**src/rtl/core/gsb_pkg.sv**
```systemverilog
// ----------------------------------------------------------------------------
// gsb_pkg
// Shared types and constants for the graph store with shortest-path search.
// ----------------------------------------------------------------------------
package gsb_pkg;

  localparam int NODES = 64;
  localparam int IDW   = $clog2(NODES);
  localparam int CNTW  = IDW + 1;

  typedef enum logic [2:0] {
    FN_ADD_NODE = 3'd0,
    FN_DEL_NODE = 3'd1,
    FN_ADD_EDGE = 3'd2,
    FN_DEL_EDGE = 3'd3,
    FN_PATH     = 3'd4
  } func_t;

  typedef enum logic [2:0] {
    OP_ADD_NODE,
    OP_DEL_NODE,
    OP_ADD_EDGE,
    OP_DEL_EDGE,
    OP_PATH,
    OP_NONE
  } op_t;

  typedef enum logic [1:0] {
    ST_NODE    = 2'd0,
    ST_NOPATH  = 2'd1,
    ST_DONE    = 2'd2,
    ST_IGNORED = 2'd3
  } status_t;

  typedef struct packed {
    op_t            op;
    logic [IDW-1:0] a;
    logic [IDW-1:0] b;
  } cmd_t;

  // one queue port: valid flag plus command
  typedef struct packed {
    logic vld;
    cmd_t cmd;
  } cmd_port_t;

endpackage

```
**src/rtl/core/gsb_cmd_fifo.sv**
```systemverilog
// ----------------------------------------------------------------------------
// gsb_cmd_fifo
// Two-entry command queue between the front and the back.
// ----------------------------------------------------------------------------
module gsb_cmd_fifo (
  input  logic                clk,
  input  logic                rst_n,
  input  gsb_pkg::cmd_port_t  push,
  output logic                full,
  output gsb_pkg::cmd_port_t  head,
  input  logic                pop
);

  gsb_pkg::cmd_t mem_r [2];
  logic          wr_ptr_r;
  logic          rd_ptr_r;
  logic [1:0]    count_r;
  logic          do_pop;

  assign full     = (count_r == 2'd2);
  assign head.vld = (count_r != 2'd0);
  assign head.cmd = mem_r[rd_ptr_r];
  assign do_pop   = pop && head.vld;

  always_ff @(posedge clk) begin
    if (push.vld) begin
      mem_r[wr_ptr_r] <= push.cmd;
    end
  end

  always_ff @(posedge clk) begin
    if (!rst_n) begin
      wr_ptr_r <= 1'b0;
      rd_ptr_r <= 1'b0;
      count_r  <= 2'd0;
    end else begin
      if (push.vld) wr_ptr_r <= !wr_ptr_r;
      if (do_pop)   rd_ptr_r <= !rd_ptr_r;
      count_r <= count_r + 2'(push.vld) - 2'(do_pop);
    end
  end

endmodule

```
**config.mk**
```make
export PLATFORM = sky130hd
export DESIGN_NAME = gsb_cmd_fifo
export DESIGN_NICKNAME = d
export VERILOG_FILES = /design/src/rtl/core/gsb_pkg.sv /design/src/rtl/core/gsb_cmd_fifo.sv
export SDC_FILE = /design/constraint.sdc
export NUM_CORES = 1
export LEC_CHECK = 0
export BUFFER_PORTS_ARGS = -buffer_cell sky130_fd_sc_hd__buf_2
export CORE_ASPECT_RATIO = 0.5
export CORE_MARGIN = 2
export CORE_UTILIZATION = 43
export DETAILED_ROUTE_END_ITERATION = 8
export PLACE_DENSITY = 0.72
export SYNTH_ARGS = -nofsm -noshare
export SYNTH_HDL_FRONTEND = slang
export SYNTH_SLANG_ARGS = --single-unit
```
**constraint.sdc**
```tcl
create_clock -name clk -period 3.59 [get_ports clk]
set_input_delay 0.5385 -clock clk [delete_from_list [all_inputs] [get_ports clk]]
set_output_delay 0.5385 -clock clk [all_outputs]
set_load 0.02 [all_outputs]
```
Word-level counts from Yosys, hierarchy flattened
Memories as Yosys holds them, arrays and structs flattened. A register that Yosys moved wholly into a read port is not among the register bits. Index checks and enable logic that the tools add are counted.

Eq/ne operators: 1. Reductions and logical operators: 4. Mux-type cells: 4. Add/sub/neg operators: 2.

Operators with widths (number): 2-to-1 mux 1 bit (4); adder 2 x 1 -> 2 bit (1); equality test 2 bit (second input constant) (1); logical NOT 1 bit (2); nonzero test 2 bit (1); subtractor 2 x 1 -> 2 bit (1); logical AND 1 bit (1).

Memory bits (writable): 30. Memories: 1. Output and inout bits: 17. Register bits: 4. Word-level logic and storage cells: 15.

Memory list: mem_r (words 2, width 15, read ports 1, clocked after memory_dff 1, wr ports 1, line gsb_cmd_fifo.sv:14) `gsb_pkg::cmd_t mem_r [2];`.

Logic depth before layout (Yosys ltp)
Gate-level depths: netlist of run 1.

Depth in word-level cells: 4. Gate-level depth with buffers: 6. Depth with buffers taken out: 6.

Worst setup path after synthesis of run 1
Ideal clock, no wire load.

Path type: input port to flip-flop. From: in push[15] in the netlist's numbering. To: mem mem_r[0][0] in the netlist's numbering (enable). Slack: 1.909 ns. Cell stages on the path: 1. Data required time: 3.200 ns. Data arrival time: 1.291 ns. Cell sequence: nor2b_1.

Cells in the longest elaborated chain, start to end: 2.

Ends and longest elaborated chain: start: declaration (line gsb_cmd_fifo.sv:8) `input gsb_pkg::cmd_port_t push,`; 2-to-1 mux 1 bit (line gsb_cmd_fifo.sv:26) `if (push.vld) begin`; 2-to-1 mux 1 bit (not written as such) (line gsb_cmd_fifo.sv:27) `mem_r[wr_ptr_r] <= push.cmd;`; end: declaration (line gsb_cmd_fifo.sv:14).

Every way passes these cells.

==> impl_metrics.env, run 1 <==
export IMPL_ys_top_cells_by_area="edfxtp_1 (65%), mux2_4 (11%), dfxtp_1 (7.3%)"
export IMPL_timing_rr_start="wr_ptr_r"
export IMPL_cts_resized=0
export IMPL_wl_per_cell_um=12.8
export IMPL_numCtsBuffers=5
export IMPL_die_area_um2=3700
export IMPL_relSlewSlack=0.439
export IMPL_grt_max_degree=16
export IMPL_finalCriticalPeriod_ps=2240
export IMPL_slowest_stage="dfxtp_1"
export IMPL_num_rows=14
export IMPL_tightest_slew_ps=841
export IMPL_seqPwrFrac=0.494
export IMPL_netlist_cell_type_count=17
export IMPL_grt_pass1_wl_mm=3.06
export IMPL_worstSetupEndpointType="output pin"
export IMPL_post_dp_cell_area_um2=1590
export IMPL_postRouteAntennaNets=0
export IMPL_clkTransAtPathRegs_ps=70
export IMPL_die_h_um=44.0
export IMPL_fin_crit_sh=0.624
export IMPL_diodes=0
export IMPL_cts_setup_buffers=0
export IMPL_syn_num_nets=91
export IMPL_syn2layout_area_growth_pct=20.8
export IMPL_leakage_nw=0.671
export IMPL_worstSetupPathType="flop to output pin"
export IMPL_setup_viol=0
export IMPL_portBuffers=35
export IMPL_status="finished, final reports clean"
export IMPL_nets=132
export IMPL_antenna_found_initial=0
export IMPL_p_per_area_nw_per_um2=634
export IMPL_initial_core_util=0.455
export IMPL_clock_sinks=35
export IMPL_synth_area_um2=1380
export IMPL_io_pins=36
export IMPL_drt_pass1_iterations=4
export IMPL_critPathMaxFanout=15
export IMPL_fin_util=0.550
export IMPL_cp_arrival_ps=1700
export IMPL_clkPwrFrac=0.245
export IMPL_grt_overflow=0
export IMPL_p_sw_mw=0.292
export IMPL_setup_worst_path_start_class="flop"
export IMPL_vias=710
export IMPL_clkLatencyLatePin_ps=280
export IMPL_ys_seq_area_frac=0.726
export IMPL_fmax_mhz=446
export IMPL_synth_cells=70
export IMPL_place_gp_congestion=0.646
export IMPL_fin_ws_ps=1350
export IMPL_core_area_um2=3030
export IMPL_final_setup_skew_ps=8.25
export IMPL_hold_worst_slack_ps=445
export IMPL_critPathRequiredTime_ps=3050
export IMPL_total_power_mw=1.06
export IMPL_grt_use_total=0.114
export IMPL_drc_errors=0
export IMPL_cts_root_buf="clkbuf_8"
export IMPL_die_width_um=84.1
export IMPL_cp_cell_sequence="mux2_1 > buf_2"
export IMPL_hold_buffers=0
export IMPL_syn_area_per_cell_um2=19.7
export IMPL_cts_tree="built"
export IMPL_comb_power_share=0.260
export IMPL_grt_pass1_vias=735
export IMPL_place_inst=144
export IMPL_ys_seq_elements=35
export IMPL_crit_family="flip-flops"
export IMPL_critPathBufInv=1
export IMPL_grt_setup_unrepaired="no"
export IMPL_first_iter_violations=16
export IMPL_final_max_slew_viol_count=0
export IMPL_clockBufferDepth=2
export IMPL_yosys_warnings=0
export IMPL_hpwl_mm=1.42
export IMPL_wl_mm=1.94
export IMPL_place_ws_ps=1630
export IMPL_fin_area_um2=1670
export IMPL_setup_tns_final_ps=0
export IMPL_hp_start="push[0]"
export IMPL_yosysTopAreaCellShare=0.653
export IMPL_htreeDepth=2
export IMPL_stdcell_count=152
export IMPL_hold_class="input port to flop"
export IMPL_irDropWorstVdd_mv=0.254
export IMPL_cpPeakStageDelay_ps=870
export IMPL_hold_viol=0
export IMPL_internal_power_mw=0.764
export IMPL_swShare=0.276
export IMPL_maxCapViolCount=0
export IMPL_layout_drive_gt1_share=0.464
export IMPL_synth_largest_area_cell="edfxtp_1"
export IMPL_vias_per_cell=4.67
==> flip-flops by register name, indices dropped and copies added (netlist names), named ones only <==
register,flops
count_r,2
mem_r,30
rd_ptr_r,1
wr_ptr_r,1
==> worst register-to-register path, cell delays in order, from the launching register on <==
cell     delay [ps]
dfxtp_1         320
nor2b_1         530
buf_4           300
==> cell usage in the layout, fill, tap and decap left out <==
| cell type | n |
|---|---|
| or2_1 | 1 |
| o21a_2 | 1 |
| nand2b_1 | 1 |
| mux2_1 | 5 |
| ha_1 | 2 |
| inv_1 | 2 |
| edfxtp_1 | 30 |
| and2_1 | 2 |
| nor2b_1 | 4 |
| o21a_1 | 1 |
| dfxtp_1 | 5 |
| mux2i_1 | 2 |
| mux2_4 | 10 |
| clkbuf_1 | 3 |
| buf_4 | 1 |
| nand2_1 | 1 |
| xnor3_1 | 1 |
| buf_2 | 35 |
| clkbuf_8 | 5 |
==> cells by family (layout without fill, tap and decap cells) <==
logic type / after synthesis / after routing / synth area share
muxes: 17 / 17 / 0.164
AOI/OAI and AO/OA: 2 / 2 / 0.0118
xor gates and xnor gates: 1 / 1 / 0.0163
buffers and inverters: 4 / 46 / 0.0245
adders and majority gates: 2 / 2 / 0.0181
and+or+nand+nor: 9 / 9 / 0.0390
DFF: 35 / 35 / 0.726
==> worst paths after layout <==
path	end	slack [ps]	cells after the start
max	head[0]	1350	2
min	mem_r[1][0]	450	1
max reg2reg	mem_r[0][7]	2130	2
min reg2reg	flop	500	2
==> layout make-up <==
type                    count  area [µm²]
fillers                   251        1370
flip-flops and latches     35        1000
multi-input cells          31         344
repair buffers             36         183
clock buffers               8        80.1
well taps                  40        50.0
inverters                   2        7.51
==> power by group through the flow <==
stage | combinational [mW] | sequential [mW] | clock (mW)
floorplan | 0.242 | 0.503 | 0
global placement | 0.272 | 0.528 | 0
detailed placement | 0.279 | 0.532 | 0
CTS | 0.280 | 0.524 | 0.263
global route | 0.297 | 0.528 | 0.279
finish | 0.275 | 0.522 | 0.259
==> synthesized netlist by cell type (all sizes together) <==
cell type / instances
o21a: 2
mux2i: 2
or2: 1
dfxtp: 5
nand2: 1
buf: 2
and2: 2
nand2b: 1
edfxtp: 30
mux2: 15
ha: 2
nor2b: 4
inv: 2
xnor3: 1
==> layer usage <==
metal	part of all wire	global-route usage	up-vias
li1	-	-	340
met1	0.38	0.104	348
met2	0.55	0.213	16
met3	0.057	0.0560	6
met4	0.019	0.0677	0
met5	0	0	-
(Power assumes the default switching activity.)
==> run 2, diff against run 1 <==
clock period = 2.1 ns   (was 3.59 ns; I/O delays follow)
==> impl_metrics.env, run 2 (same netlist as run 1, synthesis figures left out) <==
export IMPL_p_per_area_nw_per_um2=1080
export IMPL_largest_register="mem_r"
export IMPL_critPathRequiredTime_ps=1780
export IMPL_hold_class="input port to flop"
export IMPL_vias=693
export IMPL_postRouteAntennaNets=0
export IMPL_core_area_um2=3030
export IMPL_cpPeakStageDelay_ps=480
export IMPL_cp_arrival_ps=1500
export IMPL_initial_core_util=0.455
export IMPL_relSlewSlack=0.548
export IMPL_io_pins=36
export IMPL_layout_drive_gt1_share=0.469
export IMPL_setup_tns_final_ps=0
export IMPL_syn2layout_area_growth_pct=21.3
export IMPL_worstSetupEndpointType="output pin"
export IMPL_timing_rr_start="count_r[1]"
export IMPL_r2r_slack_ps=650
export IMPL_cts_root_buf="clkbuf_8"
export IMPL_grt_setup_unrepaired="no"
export IMPL_num_rows=14
export IMPL_reg_largest_list="mem_r (30), count_r (2)"
export IMPL_setup_worst_path_start_class="flop"
export IMPL_rr_endpoint="count_r[1]"
export IMPL_leakage_nw=0.676
export IMPL_die_width_um=84.1
export IMPL_place_ws_ps=544
export IMPL_vias_per_cell=4.53
export IMPL_cts_setup_buffers=0
export IMPL_nets=133
export IMPL_place_gp_congestion=0.706
export IMPL_first_iter_violations=22
export IMPL_hold_buffers=0
export IMPL_fmax_mhz=550
export IMPL_fin_util=0.552
export IMPL_grt_overflow=0
export IMPL_grt_pass1_vias=698
export IMPL_die_area_um2=3700
export IMPL_slowest_stage="dfxtp_1"
export IMPL_hold_viol=0
export IMPL_die_h_um=44.0
export IMPL_worstSetupPathType="flop to output pin"
export IMPL_numCtsBuffers=5
export IMPL_wl_per_cell_um=13.0
export IMPL_critPathMaxFanout=9
export IMPL_largest_register_ffs=30
export IMPL_r2r_cells=6
export IMPL_status="finished, final reports clean"
export IMPL_drc_errors=0
export IMPL_fin_crit_sh=0.866
export IMPL_cts_resized=0
export IMPL_final_max_slew_viol_count=0
export IMPL_antenna_found_initial=0
export IMPL_final_setup_skew_ps=2.77
export IMPL_clkLatencyLatePin_ps=270
export IMPL_htreeDepth=2
export IMPL_grt_pass1_wl_mm=3.08
export IMPL_irDropWorstVdd_mv=0.372
export IMPL_maxCapViolCount=0
export IMPL_cp_cell_sequence="buf_4 > mux2_4 > buf_2"
export IMPL_fin_ws_ps=281
export IMPL_clock_sinks=35
export IMPL_setup_viol=0
export IMPL_grt_max_degree=17
export IMPL_diodes=0
export IMPL_drt_pass1_iterations=3
export IMPL_final_cell_mix="buf_2 (35), edfxtp_1 (30), mux2_4 (10)"
export IMPL_clkTransAtPathRegs_ps=60
export IMPL_clockBufferDepth=2
export IMPL_cts_tree="built"
export IMPL_hold_worst_slack_ps=227
export IMPL_worst_hold_path_num_cells=1
export IMPL_grt_use_total=0.118
export IMPL_hpwl_mm=1.43
export IMPL_wl_mm=1.99
export IMPL_finalCriticalPeriod_ps=1820
export IMPL_final_common_cell="buf_2"
export IMPL_tightest_slew_ps=679
export IMPL_endpoint="head[10]"
export IMPL_portBuffers=35
==> run 2: cell types whose count changed in the layout (fill, tap and decap cells not counted), sizes merged <==
cell / change
buf: +1
==> run 2: power breakdown <==
group | leakage, nW | internal [mW] | total (mW) | switching (mW)
registers | 0.323 | 0.821 | 0.865 | 0.0433
logic | 0.314 | 0.252 | 0.500 | 0.247
clock network | 0.0395 | 0.235 | 0.440 | 0.205
total | 0.676 | 1.31 | 1.80 | 0.496
==> run 2: metal layers <==
layer | global-route usage | share of wire | vias up
li1 | - | - | 342
met1 | 0.119 | 0.39 | 333
met2 | 0.210 | 0.54 | 14
met3 | 0.0485 | 0.052 | 4
met4 | 0.0774 | 0.022 | 0
met5 | 0 | 0 | -
==> run 2: final cells by class <==
cell class	instances	area [µm²]
clock buffer	8	80.1
sequential	35	1000
inverter	2	7.51
timing repair buffer	37	190
tap	40	50.0
multi-input combinational	31	344
fill	233	1360
==> run 2: worst min-delay path by stage <==
stage,from,to,slack (ps)
final,push[8],mem_r[0][8],230
after global routing,push[8],mem_r[0][8],210
after CTS,push[13],mem_r[0][13],220
after detailed placement,rd_ptr_r,flop,480
after global placement,rd_ptr_r,rd_ptr_r,470
after floorplan,push[0],mem_r[0][0],410
==> run 2: worst max-delay path, delay by kind of cell, from the launching register on <==
family,cells,cell delay [ps]
DFF,1,480
buffers and inverters,2,440
muxes,1,310
==> run 2: through the flow <==
step                cells  cell area, µm²  power, mW
global route          153            1670       1.89
floorplan              70            1380       1.27
global placement      145            1590       1.38
detailed placement    145            1590       1.39
CTS                   153            1670       1.83
finish                153            1670       1.80
